==> config.mk <==
export PLATFORM = sky130hd
export DESIGN_NAME = nfbta_ctrl
export DESIGN_NICKNAME = d
export VERILOG_FILES = /design/src/rtl/nfbta_pkg.sv /design/src/rtl/nfbta_ctrl.sv
export SDC_FILE = /design/constraint.sdc
export NUM_CORES = 1
export LEC_CHECK = 0
export CELL_PAD_IN_SITES_DETAIL_PLACEMENT = 0
export CELL_PAD_IN_SITES_GLOBAL_PLACEMENT = 1
export CORE_UTILIZATION = 48
export CTS_CLUSTER_DIAMETER = 100
export DETAILED_ROUTE_END_ITERATION = 16
export DONT_BUFFER_PORTS = 1
export GPL_ROUTABILITY_DRIVEN = 0
export GPL_TIMING_DRIVEN = 0
export PLACE_DENSITY_LB_ADDON = 0.25
export REMOVE_ABC_BUFFERS = 1
export SETUP_SLACK_MARGIN = 0.3
export SLEW_MARGIN = 20
export SYNTH_ARGS = -nofsm -noshare
export SYNTH_HDL_FRONTEND = slang
export SYNTH_SLANG_ARGS = --single-unit
==> constraint.sdc <==
create_clock -name clk_i -period 2.3 [get_ports clk_i]
set_clock_uncertainty 0.2 [all_clocks]
set_input_delay 0.23 -clock clk_i [delete_from_list [all_inputs] [get_ports clk_i]]
set_output_delay 0.23 -clock clk_i [all_outputs]
set_load 0.005 [all_outputs]
==> src/rtl/nfbta_pkg.sv <==
// shared types and constants of the next-fit boundary-tag allocator
`default_nettype none
package nfbta_pkg;

  localparam int unsigned HEAP_BYTES = 65536;
  localparam int unsigned HEAP_WORDS = HEAP_BYTES / 4;
  localparam int unsigned IDX_W      = $clog2(HEAP_WORDS);
  // byte offsets are carried signed and wide enough that no sum of tags wraps
  localparam int unsigned AW         = 36;
  localparam int unsigned OFF_W      = 17;
  localparam int unsigned NEED_W     = 18;

  localparam int unsigned MIN_BLOCK   = 16;
  localparam int unsigned CHUNK_RESET = 4096;
  localparam int unsigned LIST_START  = 8;
  localparam int unsigned FIRST_BP    = 16;
  localparam int unsigned BREAK_RESET = FIRST_BP + CHUNK_RESET;

  // word indexes of the reset layout
  localparam int unsigned PRO_HDR_IDX = 1;
  localparam int unsigned PRO_FTR_IDX = 2;
  localparam int unsigned BLK_HDR_IDX = (FIRST_BP - 4) / 4;
  localparam int unsigned BLK_FTR_IDX = (FIRST_BP + CHUNK_RESET - 8) / 4;
  localparam int unsigned EPI_IDX     = (FIRST_BP + CHUNK_RESET - 4) / 4;

  localparam logic [1:0] STATUS_DONE = 2'd0;
  localparam logic [1:0] STATUS_ZERO = 2'd1;
  localparam logic [1:0] STATUS_FULL = 2'd2;

  typedef enum logic [5:0] {
    CMD_NOP,
    CMD_INIT,
    CMD_ACCEPT,
    CMD_S_RD,
    CMD_S_CHK,
    CMD_G_CHK,
    CMD_G_WH,
    CMD_G_WF,
    CMD_G_WE,
    CMD_M_RPF,
    CMD_M_RB,
    CMD_M_RPP,
    CMD_M_RPA,
    CMD_M_RNA,
    CMD_M_DEC,
    CMD_M1_WH,
    CMD_M1_RH,
    CMD_M1_WF,
    CMD_M2_WF,
    CMD_M2_WP,
    CMD_M3_RN,
    CMD_M3_WN,
    CMD_C_RD,
    CMD_C_DEC,
    CMD_C_S1,
    CMD_C_S2,
    CMD_C_S3,
    CMD_C_S4,
    CMD_C_N1,
    CMD_C_N2,
    CMD_F_RH,
    CMD_F_WH,
    CMD_F_WF
  } cmd_e;

  typedef struct packed {
    cmd_e cmd;
    logic out_load;
  } ctl_t;

  typedef struct packed {
    logic init_last;
    logic in_free;
    logic in_zero;
    logic s_end;
    logic s_fit;
    logic g_fit;
    logic pa;
    logic na;
    logic split;
  } sts_t;

  function automatic logic [31:0] init_word(input logic [IDX_W-1:0] idx);
    logic [31:0] w;
    w = '0;
    if (idx == IDX_W'(PRO_HDR_IDX) || idx == IDX_W'(PRO_FTR_IDX)) w = 32'd9;
    else if (idx == IDX_W'(BLK_HDR_IDX) || idx == IDX_W'(BLK_FTR_IDX)) w = 32'(CHUNK_RESET);
    else if (idx == IDX_W'(EPI_IDX)) w = 32'd1;
    return w;
  endfunction

endpackage
`default_nettype wire

==> src/rtl/nfbta_ctrl.sv <==
// sequencer of the allocator: at most one step of heap access per state
`default_nettype none
module nfbta_ctrl (
  input  wire logic          clk_i,
  input  wire logic          rst_ni,
  input  wire logic          in_valid_i,
  output logic               in_ready_o,
  output logic               out_valid_o,
  input  wire logic          out_ready_i,
  input  wire nfbta_pkg::sts_t sts_i,
  output nfbta_pkg::ctl_t    ctl_o
);

  typedef enum logic [5:0] {
    ST_INIT, ST_IDLE, ST_S_RD, ST_S_CHK, ST_G_CHK, ST_G_WH, ST_G_WF, ST_G_WE,
    ST_M_RPF, ST_M_RB, ST_M_RPP, ST_M_RPA, ST_M_RNA, ST_M_DEC,
    ST_M1_WH, ST_M1_RH, ST_M1_WF, ST_M2_WF, ST_M2_WP, ST_M3_RN, ST_M3_WN,
    ST_C_RD, ST_C_DEC, ST_C_S1, ST_C_S2, ST_C_S3, ST_C_S4, ST_C_N1, ST_C_N2,
    ST_F_RH, ST_F_WH, ST_F_WF, ST_RESP
  } state_e;

  state_e state_q, state_d;
  logic   is_free_q, is_free_d;
  logic   out_valid_q, out_valid_d;
  logic   accept;
  state_e after_merge;

  assign accept      = (state_q == ST_IDLE) && in_valid_i;
  assign in_ready_o  = (state_q == ST_IDLE);
  assign out_valid_o = out_valid_q;
  assign after_merge = is_free_q ? ST_RESP : ST_C_RD;

  always_comb begin
    state_d       = state_q;
    is_free_d     = is_free_q;
    ctl_o.cmd      = nfbta_pkg::CMD_NOP;
    ctl_o.out_load = 1'b0;
    case (state_q)
      ST_INIT: begin
        ctl_o.cmd = nfbta_pkg::CMD_INIT;
        if (sts_i.init_last) state_d = ST_IDLE;
      end
      ST_IDLE: begin
        if (accept) begin
          ctl_o.cmd = nfbta_pkg::CMD_ACCEPT;
          is_free_d = sts_i.in_free;
          if (sts_i.in_free) state_d = ST_F_RH;
          else if (sts_i.in_zero) state_d = ST_RESP;
          else state_d = ST_S_RD;
        end
      end
      ST_S_RD: begin
        ctl_o.cmd = nfbta_pkg::CMD_S_RD;
        state_d   = ST_S_CHK;
      end
      ST_S_CHK: begin
        ctl_o.cmd = nfbta_pkg::CMD_S_CHK;
        if (sts_i.s_end) state_d = ST_G_CHK;
        else if (sts_i.s_fit) state_d = ST_C_RD;
        else state_d = ST_S_RD;
      end
      ST_G_CHK: begin
        ctl_o.cmd = nfbta_pkg::CMD_G_CHK;
        state_d   = sts_i.g_fit ? ST_G_WH : ST_RESP;
      end
      ST_G_WH: begin ctl_o.cmd = nfbta_pkg::CMD_G_WH; state_d = ST_G_WF; end
      ST_G_WF: begin ctl_o.cmd = nfbta_pkg::CMD_G_WF; state_d = ST_G_WE; end
      ST_G_WE: begin ctl_o.cmd = nfbta_pkg::CMD_G_WE; state_d = ST_M_RPF; end
      ST_M_RPF: begin ctl_o.cmd = nfbta_pkg::CMD_M_RPF; state_d = ST_M_RB; end
      ST_M_RB: begin ctl_o.cmd = nfbta_pkg::CMD_M_RB; state_d = ST_M_RPP; end
      ST_M_RPP: begin ctl_o.cmd = nfbta_pkg::CMD_M_RPP; state_d = ST_M_RPA; end
      ST_M_RPA: begin ctl_o.cmd = nfbta_pkg::CMD_M_RPA; state_d = ST_M_RNA; end
      ST_M_RNA: begin ctl_o.cmd = nfbta_pkg::CMD_M_RNA; state_d = ST_M_DEC; end
      ST_M_DEC: begin
        ctl_o.cmd = nfbta_pkg::CMD_M_DEC;
        if (sts_i.pa && sts_i.na) state_d = after_merge;
        else if (sts_i.pa) state_d = ST_M1_WH;
        else if (sts_i.na) state_d = ST_M2_WF;
        else state_d = ST_M3_RN;
      end
      ST_M1_WH: begin ctl_o.cmd = nfbta_pkg::CMD_M1_WH; state_d = ST_M1_RH; end
      ST_M1_RH: begin ctl_o.cmd = nfbta_pkg::CMD_M1_RH; state_d = ST_M1_WF; end
      ST_M1_WF: begin ctl_o.cmd = nfbta_pkg::CMD_M1_WF; state_d = after_merge; end
      ST_M2_WF: begin ctl_o.cmd = nfbta_pkg::CMD_M2_WF; state_d = ST_M2_WP; end
      ST_M2_WP: begin ctl_o.cmd = nfbta_pkg::CMD_M2_WP; state_d = after_merge; end
      ST_M3_RN: begin ctl_o.cmd = nfbta_pkg::CMD_M3_RN; state_d = ST_M3_WN; end
      ST_M3_WN: begin ctl_o.cmd = nfbta_pkg::CMD_M3_WN; state_d = ST_M2_WP; end
      ST_C_RD: begin ctl_o.cmd = nfbta_pkg::CMD_C_RD; state_d = ST_C_DEC; end
      ST_C_DEC: begin
        ctl_o.cmd = nfbta_pkg::CMD_C_DEC;
        state_d   = sts_i.split ? ST_C_S1 : ST_C_N1;
      end
      ST_C_S1: begin ctl_o.cmd = nfbta_pkg::CMD_C_S1; state_d = ST_C_S2; end
      ST_C_S2: begin ctl_o.cmd = nfbta_pkg::CMD_C_S2; state_d = ST_C_S3; end
      ST_C_S3: begin ctl_o.cmd = nfbta_pkg::CMD_C_S3; state_d = ST_C_S4; end
      ST_C_S4: begin ctl_o.cmd = nfbta_pkg::CMD_C_S4; state_d = ST_RESP; end
      ST_C_N1: begin ctl_o.cmd = nfbta_pkg::CMD_C_N1; state_d = ST_C_N2; end
      ST_C_N2: begin ctl_o.cmd = nfbta_pkg::CMD_C_N2; state_d = ST_RESP; end
      ST_F_RH: begin ctl_o.cmd = nfbta_pkg::CMD_F_RH; state_d = ST_F_WH; end
      ST_F_WH: begin ctl_o.cmd = nfbta_pkg::CMD_F_WH; state_d = ST_F_WF; end
      ST_F_WF: begin ctl_o.cmd = nfbta_pkg::CMD_F_WF; state_d = ST_M_RPF; end
      ST_RESP: begin
        if (!out_valid_q || out_ready_i) begin
          ctl_o.out_load = 1'b1;
          state_d        = ST_IDLE;
        end
      end
      default: state_d = ST_IDLE;
    endcase
  end

  always_comb begin
    out_valid_d = out_valid_q;
    if (ctl_o.out_load) out_valid_d = 1'b1;
    else if (out_ready_i) out_valid_d = 1'b0;
  end

  always_ff @(posedge clk_i or negedge rst_ni) begin
    if (!rst_ni) begin
      state_q     <= ST_INIT;
      is_free_q   <= 1'b0;
      out_valid_q <= 1'b0;
    end else begin
      state_q     <= state_d;
      is_free_q   <= is_free_d;
      out_valid_q <= out_valid_d;
    end
  end

endmodule
`default_nettype wire

==> flow_summary.json <==
{
  "outcome": "complete, no violations",
  "antenna_left": 0,
  "ir_worst_vdd_uv": 663.0,
  "slew_headroom_pct": 67.11,
  "hpwl_um": 1763,
  "crit-reg2reg-launch": "state_q[3]",
  "avgSynthCellArea_um2": 7.357,
  "drv_slew": 0,
  "yosysWarnings": 0,
  "crit_path_end_kind": "output port",
  "tightestPinTransition_ns": 0.4934,
  "clock_sinks": 8,
  "die-area_mm2": 0.002223,
  "critical_path_class": "flip-flop to output port",
  "routed_wl_um": 2739,
  "grt_pass1_wl_um": 3953,
  "ys_async_sr_fraction_pct": 100.0,
  "rr_endpoint": "state_q[2]",
  "setup_ws_ns": 0.3370,
  "num_vias": 1077,
  "antenna_found_initial": 0,
  "antenna_cells": 0,
  "finish.utilization_pct": 63.23,
  "synth_edf_count": 0,
  "nFillCells": 177,
  "fin_cells": 172,
  "total_power_mw": 1.319,
  "areaGrowthSynthToFinish_pct": 17.65,
  "htreeDepth": 1,
  "maxCapViolations": 0,
  "clkTransAtPathRegs_ns": 0.06,
  "grt_pass1_vias": 863,
  "reg2reg_slack_ns": 0.42,
  "cts_buffer_depth": 2,
  "cts_tree": "yes",
  "cts_root_buf": "clkbuf_4",
  "cts_made_buffers": 3,
  "io_pins": 22,
  "io_buffers": 0,
  "die_y_um": 47.15,
  "dpl.cell_count": 148,
  "required_ns": 1.87,
  "yosysTopAreaCellShare_pct": 20.46,
  "fin_nets": 162,
  "drtIter0Drc": 50,
  "synth-seq-cells": 8,
  "dr.pass1.iters": 4,
  "overflow": 0,
  "crit_arrival_ns": 1.53,
  "powerDensity_mw_per_mm2": 1145,
  "critPathCapture": "ctl_o[2]",
  "rr_worst_depth": 7,
  "grt_setup_unrepaired": "true",
  "drt-wirelength-per-cell_um": 15.92,
  "synth_ff_type": "dfrtp_1",
  "drc": 0,
  "tns_ns": 0,
  "finalHoldViolCount": 0,
  "cp-startpoint": "state_q[2]",
  "via_per_inst": 6.262,
  "clkLatencyLatePin_ns": 0.26,
  "hold_class": "primary input to flip-flop",
  "post-place-ws_ns": 0.2729,
  "synth_area_leaders": "dfrtp_1, o21ai_0, a21oi_1",
  "setup_viol": 0,
  "core_area_mm2": 0.001821,
  "grt_start_max_net_pins": 23,
  "initial_core_util_pct": 53.75,
  "die_x_um": 47.15,
  "postSynthCellCount": 133,
  "p_leak_nw": 0.4368,
  "period_needed_ns": 1.963,
  "fmax_mhz": 509.4,
  "grt_usage_pct": 25.18,
  "start_kind": "flip-flop",
  "netlist_area_um2": 978.4,
  "ys_seq_area_share_pct": 20.46,
  "drive_gt1_share_pct": 26.53,
  "ys_types": 41,
  "yosysTopAreaCell": "dfrtp_1",
  "critPathMaxFanout": 8,
  "rows": 15,
  "timing.final.crit_share_pct": 85.35
}
==> how the worst min path moves through the flow <==
stage               depth (start not counted)      from  slack, ns          to
floorplan                                   0    rst_ni      -0.27   is_free_q
global placement                            0    rst_ni      -0.27  state_q[1]
detailed placement                          0    rst_ni      -0.27   is_free_q
CTS                                         2  sts_i[3]       0.07  state_q[0]
global route                                3  sts_i[2]       0.09  state_q[4]
finish                                      3  sts_i[1]       0.08  state_q[2]
==> routing by layer <==
layer	part of all wire (%)	track usage, %	vias up
met5	0	0	-
met4	1.4	3.429	0
met3	6.8	6.923	5
met2	49	38.33	46
met1	43	36.45	501
li1	-	-	525
==> sequential cells by signal, indices dropped and copies added, names as in the netlist <==
name,cells
out_valid_o,1
is_free_q,1
state_q,6
==> cells in the final DEF, fill, tap and decap left out, drive strengths merged <==
cell type    Yosys  routed
a31oi            4       4
dfrtp            8       8
a221oi           1       1
o31ai            1       1
and3             1       1
o211ai           1       1
xnor2            3       3
buf             10      15
a22o             1       1
a211o            1       1
nand4            1       1
nand2           17      17
nand3            4       4
nand2b           5       5
a22oi            1       1
a32oi            1       1
or3              2       2
dlygate4sd3      0       6
mux2             1       1
nor2b            1       1
o22ai            6       6
o21ai           15      15
nor2            11      11
a21oi           12      12
inv              6       6
nor3             4       4
and2b            1       1
nand4b           1       1
clkbuf           0       3
nand3b           1       1
nor3b            2       2
nor4             3       3
a211oi           5       5
xor2             2       2
==> per-stage QoR <==
stage	hold slack [ns]	area, um^2
4_1_cts	0.07204	1050
5_1_grt	0.09312	1151
2_1_floorplan	-0.2656	887.1
6_report	0.08457	1151
3_5_place_dp	-0.2655	918.4
3_3_place_gp	-0.2654	918.4
==> timing repair <==
item | 4_1_cts | 5_1_grt
gates resized for setup | 8 | 3
setup buffers | 5 | 10
hold buffers | 6 | 0
hold endpoints to repair | 13 | 0
endpoints found under the setup margin | 6 | 4
==> synthesized netlist by cell type, types with 2 or more instances <==
| cell type | instances |
|---|---|
| nand3_1 | 4 |
| nand2_2 | 2 |
| buf_4 | 4 |
| a21oi_1 | 12 |
| a31oi_1 | 4 |
| nor3b_2 | 2 |
| nand2_1 | 15 |
| nand2b_1 | 4 |
| nor2_1 | 10 |
| or3_1 | 2 |
| inv_1 | 5 |
| a211oi_1 | 5 |
| dfrtp_1 | 8 |
| buf_6 | 5 |
| nor4_2 | 2 |
| xnor2_1 | 3 |
| o21ai_0 | 14 |
| nor3_1 | 4 |
| o22ai_1 | 6 |
==> cells by family (layout without fill, tap and decap cells) <==
| logic type | Yosys count | in the layout | synth area share, % |
|---|---|---|---|
| buf+inv | 16 | 30 | 11.64 |
| compound gates | 49 | 49 | 30.44 |
| simple gates | 54 | 54 | 31.08 |
| flops | 8 | 8 | 20.46 |
| mux | 1 | 1 | 1.151 |
| xor+xnor | 5 | 5 | 5.244 |
==> critical path, stage by stage, from the launching register on <==
cell,delay [ns]
dfrtp_2,0.46
buf_4,0.19
nand3_1,0.09
a21oi_1,0.07
o21ai_0,0.27
o21ai_0,0.20
==> power by group <==
group | switching [mW] | internal (mW)
Clock | 0.0524 | 0.0600
Sequential | 0.126 | 0.206
Combinational | 0.484 | 0.391
==> area by class of cell <==
class | count | area [um^2] | share of cell area [%]
Tap cell | 25 | 31.28 | 2.717
Sequential cell | 8 | 214.0 | 18.59
Timing Repair Buffer | 21 | 185.2 | 16.09
Clock buffer | 3 | 22.52 | 1.957
Inverter | 6 | 22.52 | 1.957
Multi-Input combinational cell | 109 | 675.6 | 58.70
No activity file was read; power rests on OpenSTA's default activity.
